--- src/sdft_pkg.sv ---
// Shared constants, types and ROM builder functions for the segmented DFT bin analyser.
package sdft_pkg;

	localparam int FRAME_LENGTH_DEF = 1024;
	localparam int SAMPLE_W         = 16;
	localparam int MAG_W            = 15;
	localparam int PHASE_W          = 16;
	localparam int SEG_W            = 9;
	localparam int SCALE_W          = 4;
	localparam int MAX_SCALE        = 9;
	localparam int ACC_W            = 42;
	localparam int CORD_W           = 45;
	localparam int ANG_W            = 34;
	localparam int CORD_STEPS       = 16;
	localparam int ITER_W           = 4;
	localparam int ATAN_N           = 30;
	localparam int ATAN_IDX_W       = 5;
	localparam int PROD_W           = 60;
	localparam int K_Q15            = 19898;
	localparam longint K_Q30        = 652032874;

	// arctan(2^-i) as a fraction of a full turn, 2^32 = one turn
	localparam logic [31:0] ATAN_TURN [ATAN_N] = '{
		32'd536870912, 32'd316933406, 32'd167458907, 32'd85004756, 32'd42667331,
		32'd21354465, 32'd10679838, 32'd5340245, 32'd2670163, 32'd1335087,
		32'd667544, 32'd333772, 32'd166886, 32'd83443, 32'd41722,
		32'd20861, 32'd10430, 32'd5215, 32'd2608, 32'd1304,
		32'd652, 32'd326, 32'd163, 32'd81, 32'd41,
		32'd20, 32'd10, 32'd5, 32'd3, 32'd1
	};

	// controller to datapath commands
	typedef struct packed {
		logic              capture;
		logic              mul1;
		logic              mul2;
		logic              acc;
		logic              cord_step;
		logic [ITER_W-1:0] iter;
		logic              mag_lo;
		logic              mag_hi;
		logic              load_out;
	} sdft_cmd_t;

	// datapath to controller status
	typedef struct packed {
		logic seg_end;
	} sdft_sts_t;

	function automatic logic [15:0] clamp15(longint v);
		logic [15:0] r;
		if (v > 32767)
			r = 16'sd32767;
		else if (v < -32767)
			r = -16'sd32767;
		else
			r = v[15:0];
		return r;
	endfunction

	// {cos, sin} of 2*pi*k/2^log2n in Q1.15, by a 30-step rotation CORDIC
	function automatic logic [31:0] twiddle(int k, int log2n);
		longint z;
		longint x;
		longint y;
		longint t;
		logic   flip;
		z    = (longint'(k) << (32 - log2n)) & 64'hFFFF_FFFF;
		x    = K_Q30;
		y    = 0;
		flip = 1'b0;
		if (z >= (longint'(1) << 31))
			z = z - (longint'(1) << 32);
		if (z > (longint'(1) << 30)) begin
			z    = z - (longint'(1) << 31);
			flip = 1'b1;
		end else if (z < -(longint'(1) << 30)) begin
			z    = z + (longint'(1) << 31);
			flip = 1'b1;
		end
		for (int i = 0; i < ATAN_N; i++) begin
			t = x;
			if (z >= 0) begin
				x = x - (y >>> i);
				y = y + (t >>> i);
				z = z - longint'(ATAN_TURN[i]);
			end else begin
				x = x + (y >>> i);
				y = y - (t >>> i);
				z = z + longint'(ATAN_TURN[i]);
			end
		end
		if (flip) begin
			x = -x;
			y = -y;
		end
		return {clamp15((x + 16384) >>> 15), clamp15((y + 16384) >>> 15)};
	endfunction

endpackage

--- src/sdft_ctrl.sv ---
// Controller: sequences one sample through the datapath and owns the output handshake.
module sdft_ctrl (
	input  logic                clk,
	input  logic                arst_n,
	input  logic                in_valid,
	output logic                in_stall,
	output logic                out_valid,
	input  logic                out_stall,
	output sdft_pkg::sdft_cmd_t cmd,
	input  sdft_pkg::sdft_sts_t sts
);
	import sdft_pkg::*;

	typedef enum logic [2:0] {
		S_IDLE, S_MUL1, S_MUL2, S_ACC, S_CORD, S_MAG_LO, S_MAG_HI, S_EMIT
	} state_t;

	state_t            state_q;
	logic [ITER_W-1:0] iter_q;
	logic              out_valid_q;
	logic              out_free;

	assign out_free  = !out_valid_q || !out_stall;
	assign in_stall  = (state_q != S_IDLE);
	assign out_valid = out_valid_q;

	// command decode
	always_comb begin
		cmd           = '0;
		cmd.iter      = iter_q;
		cmd.capture   = (state_q == S_IDLE) && in_valid;
		cmd.mul1      = (state_q == S_MUL1);
		cmd.mul2      = (state_q == S_MUL2);
		cmd.acc       = (state_q == S_ACC);
		cmd.cord_step = (state_q == S_CORD);
		cmd.mag_lo    = (state_q == S_MAG_LO);
		cmd.mag_hi    = (state_q == S_MAG_HI);
		cmd.load_out  = (state_q == S_EMIT) && out_free;
	end

	// state, iteration count and output valid
	always_ff @(posedge clk or negedge arst_n) begin
		if (!arst_n) begin
			state_q     <= S_IDLE;
			iter_q      <= '0;
			out_valid_q <= 1'b0;
		end else begin
			// a new load refills the beat; otherwise it stays until taken
			out_valid_q <= cmd.load_out || (out_valid_q && out_stall);
			unique case (state_q)
				S_IDLE: begin
					if (in_valid)
						state_q <= S_MUL1;
				end
				S_MUL1: state_q <= S_MUL2;
				S_MUL2: state_q <= S_ACC;
				S_ACC: begin
					iter_q  <= '0;
					state_q <= sts.seg_end ? S_CORD : S_IDLE;
				end
				S_CORD: begin
					iter_q <= iter_q + 1'b1;
					if (iter_q == ITER_W'(CORD_STEPS - 1))
						state_q <= S_MAG_LO;
				end
				S_MAG_LO: state_q <= S_MAG_HI;
				S_MAG_HI: state_q <= S_EMIT;
				S_EMIT: begin
					if (out_free)
						state_q <= S_IDLE;
				end
				default: state_q <= S_IDLE;
			endcase
		end
	end

endmodule

--- config.mk ---
export PLATFORM = sky130hd
export DESIGN_NAME = sdft_ctrl
export DESIGN_NICKNAME = d
export VERILOG_FILES = /design/src/sdft_pkg.sv /design/src/sdft_ctrl.sv
export SDC_FILE = /design/constraint.sdc
export NUM_CORES = 1
export LEC_CHECK = 0
export ABC_CLOCK_PERIOD_IN_PS = 2390
export CAP_MARGIN = 20
export CORE_AREA = 2 2 39 41
export DETAILED_ROUTE_END_ITERATION = 8
export DIE_AREA = 0 0 41 43
export DONT_BUFFER_PORTS = 1
export PLACE_DENSITY = 0.67
export SYNTH_ARGS = -nofsm -noshare
export SYNTH_HDL_FRONTEND = slang
export SYNTH_SLANG_ARGS = --single-unit
--- constraint.sdc ---
create_clock -name clk -period 2.39 [get_ports clk]
set_clock_uncertainty 0.2 [all_clocks]
set_input_delay 0.239 -clock clk [delete_from_list [all_inputs] [get_ports clk]]
set_output_delay 0.239 -clock clk [all_outputs]
set_load 0.02 [all_outputs]
==> results.cfg <==
[routing]
viasPerCell = 5.21
vias = 396
finalWirelength_um = 1050
avgRoutedWirePerCell_um = 13.8
final_antenna_net_count = 0
dr.first_iter.drc_count = 4
dr.pass1.iters = 2
drc = 0

[synth]
yosysTopAreaCell = dfrtp_1
synth_fa_ha_area_share_pct = 11.3
synth_seq_cells = 8
synth_top_area_share_pct = 36.2
synthXorXnorAreaFrac_pct = 0
synth_mux_area_share_pct = 9.95
synth-simple-area-share_pct = 24.9
async_flop_share_pct = 100
yosys-top-cells-count = dfrtp_1 (8), nand2_1 (6), ha_1 (5)
seq_area_frac_synth_pct = 36.2
syn_area_um2 = 553
ys_types = 26
synth_flop_cell = dfrtp_1
synth-compound-area-share_pct = 12.9
synth-edff-count = 0
synthTopCellsByArea = dfrtp_1 (36%), ha_1 (11%), mux2i_1 (7.2%)
yosys_warnings = 0
synth_most_common_cell = dfrtp_1
synth_top_family_by_area = simple AND/OR/NAND/NOR gates
syn_avg_cell_area_um2 = 9.88
synth_fp_nets = 66
synth_cells = 56

[sta]
rsz0062_at_grt = false
max_freq_mhz = 464
tns_ns = 0
setup_violations = 0
hold_viol = 0
tightest_slew_ns = 0.440
holdWs_ns = 0.128
relSlewSlack_pct = 70.7
fin_crit_ns = 2.15
post-route-period-util_pct = 90.1
drv_slew = 0

[power_and_ir_drop]
p_sw_share_pct = 46.2
switchingPower_mw = 0.330
power.internal_mw = 0.384
power_frac_clock_pct = 13.7
pwr-share-seq_pct = 34.4
vdd_drop_max_mv = 0.384
p_leak_nw = 0.303
powerDensity_nw_per_um2 = 1170
power_mw = 0.714
combPwrFrac_pct = 51.9

[clock_tree]
clock_latency_ns = 0.24
numCtsBuffers = 3
cts-root-buf = clkbuf_4
cts_tree = done
clk_path_buf_depth = 2
path_clk_slew_ns = 0.05
htreeDepth = 1
cts_resized = 0
clock-sinks = 8

[critical_path]
cp-start-kind = flop
cp-end-kind = output port
crit_type = reg2out
cp_data_required_time_ns = 1.95
critPathMaxStageDelay_ns = 0.42
cp_max_fo = 6
crit_slowest_cell = dfrtp_1
worstPathArrival_ns = 1.71
path_cells = inv_1 > ha_1 > or2b_1 > nor2_1

[layout]
utilization_pct = 44.1
layout-drive-gt1-share_pct = 16.7
areaGrowthSynthToFinish_pct = 10.4
n_antenna_cell = 0
nets = 72

[floorplanning]
die_area_um2 = 1760
rows = 14
die-height_um = 43
start_util_pct = 40.0
die_w_um = 41
core_um2 = 1380
io_pins = 19

[hold_path]
hp-class = in2reg

[global_route]
grt_pass1_wl_um = 1500
antenna_found_initial = 0
gr-usage-all-layers_pct = 13.1
grt_max_degree = 14
overflow = 0
first_global_vias = 371

[flow_run]
drv_cap = 0

[placed_design]
io_buffers = 0
dp_hpwl_um = 845
gp_congestion = 0.742

[status]
status = completed
-- power groups by stage --
stage / clock network, mW / logic [mW] / registers, mW
2_1_floorplan: 0 / 0.327 / 0.228
3_3_place_gp: 0 / 0.360 / 0.244
3_5_place_dp: 0 / 0.368 / 0.248
4_1_cts: 0.102 / 0.374 / 0.245
5_1_grt: 0.113 / 0.404 / 0.251
6_report: 0.0977 / 0.371 / 0.245
-- layout by cell type (no fill, tap or decap), types with 2 or more instances in the layout --
cell type and count:
dlygate4sd3_1 2, nand2_1 6, dfrtp_1 8, mux2i_1 4, clkbuf_4 3, nor2_1 2
ha_1 5, and2_1 2, a21oi_1 2, nor2b_1 4, inv_1 4, o21ai_1 2
nor3_1 2
-- per-layer routing --
| layer | vias to the layer above | GRT usage, % | share of wire, % |
|---|---|---|---|
| li1 | 201 | - | - |
| met1 | 184 | 14.9 | 47 |
| met2 | 11 | 19.7 | 49 |
| met3 | 0 | 9.42 | 3.9 |
| met4 | 0 | 2.00 | 0 |
| met5 | - | 0 | 0 |
-- final timing paths --
check	slack (ns)	cells after the start	endpoint	startpoint
hold / removal	0.13	3	state_q[2]	in_valid
setup reg to reg	0.50	6	state_q[1]	state_q[1]
hold reg to reg	0.40	1	state_q[1]	state_q[1]
max in group asynchronous	1.57	1	iter_q[0]	arst_n
min in group asynchronous	0.15	1	state_q[1]	arst_n
setup / recovery	0.24	4	cmd[11]	state_q[1]
-- critical path, delay by kind of cell (launching register included) --
family                   cells  cell delay [ns]
flip-flops                   1             0.42
buffers and inverters        1             0.09
AND/OR/NAND/NOR              2             0.69
adder cells (fa/ha/maj)      1             0.27
-- flip-flops by register name (all words and copies together) (netlist names) --
register   count
iter_q         4
state_q        3
out_valid      1
-- stage by stage --
step | cell area, um^2 | cells | worst slack, ns
2_1_floorplan | 553 | 56 | 0.615
3_3_place_gp | 568 | 71 | 0.530
3_5_place_dp | 568 | 71 | 0.516
4_1_cts | 611 | 76 | 0.243
5_1_grt | 611 | 76 | 0.122
6_report | 611 | 76 | 0.236
-- logic make-up (layout without fill, tap and decap cells) --
logic type | after synthesis | count (layout)
mux | 5 | 5
buf+inv | 6 | 10
fa+ha+maj | 5 | 5
simple gates | 23 | 23
compound gates | 9 | 9
flops | 8 | 8
-- layout make-up --
type	instances	area [um^2]
repair buffers	2	20.0
well taps	16	20.0
inverters	5	21.3
multi-input cells	42	327
clock buffers	3	22.5
fillers	146	773
flip-flops and latches	8	200
-- what timing repair did --
action / in CTS / in global routing
hold buffers: 2 / 0
hold endpoints to repair: 9 / 0
setup buffers: 0 / 0
No activity file was read; power rests on OpenSTA's default activity.
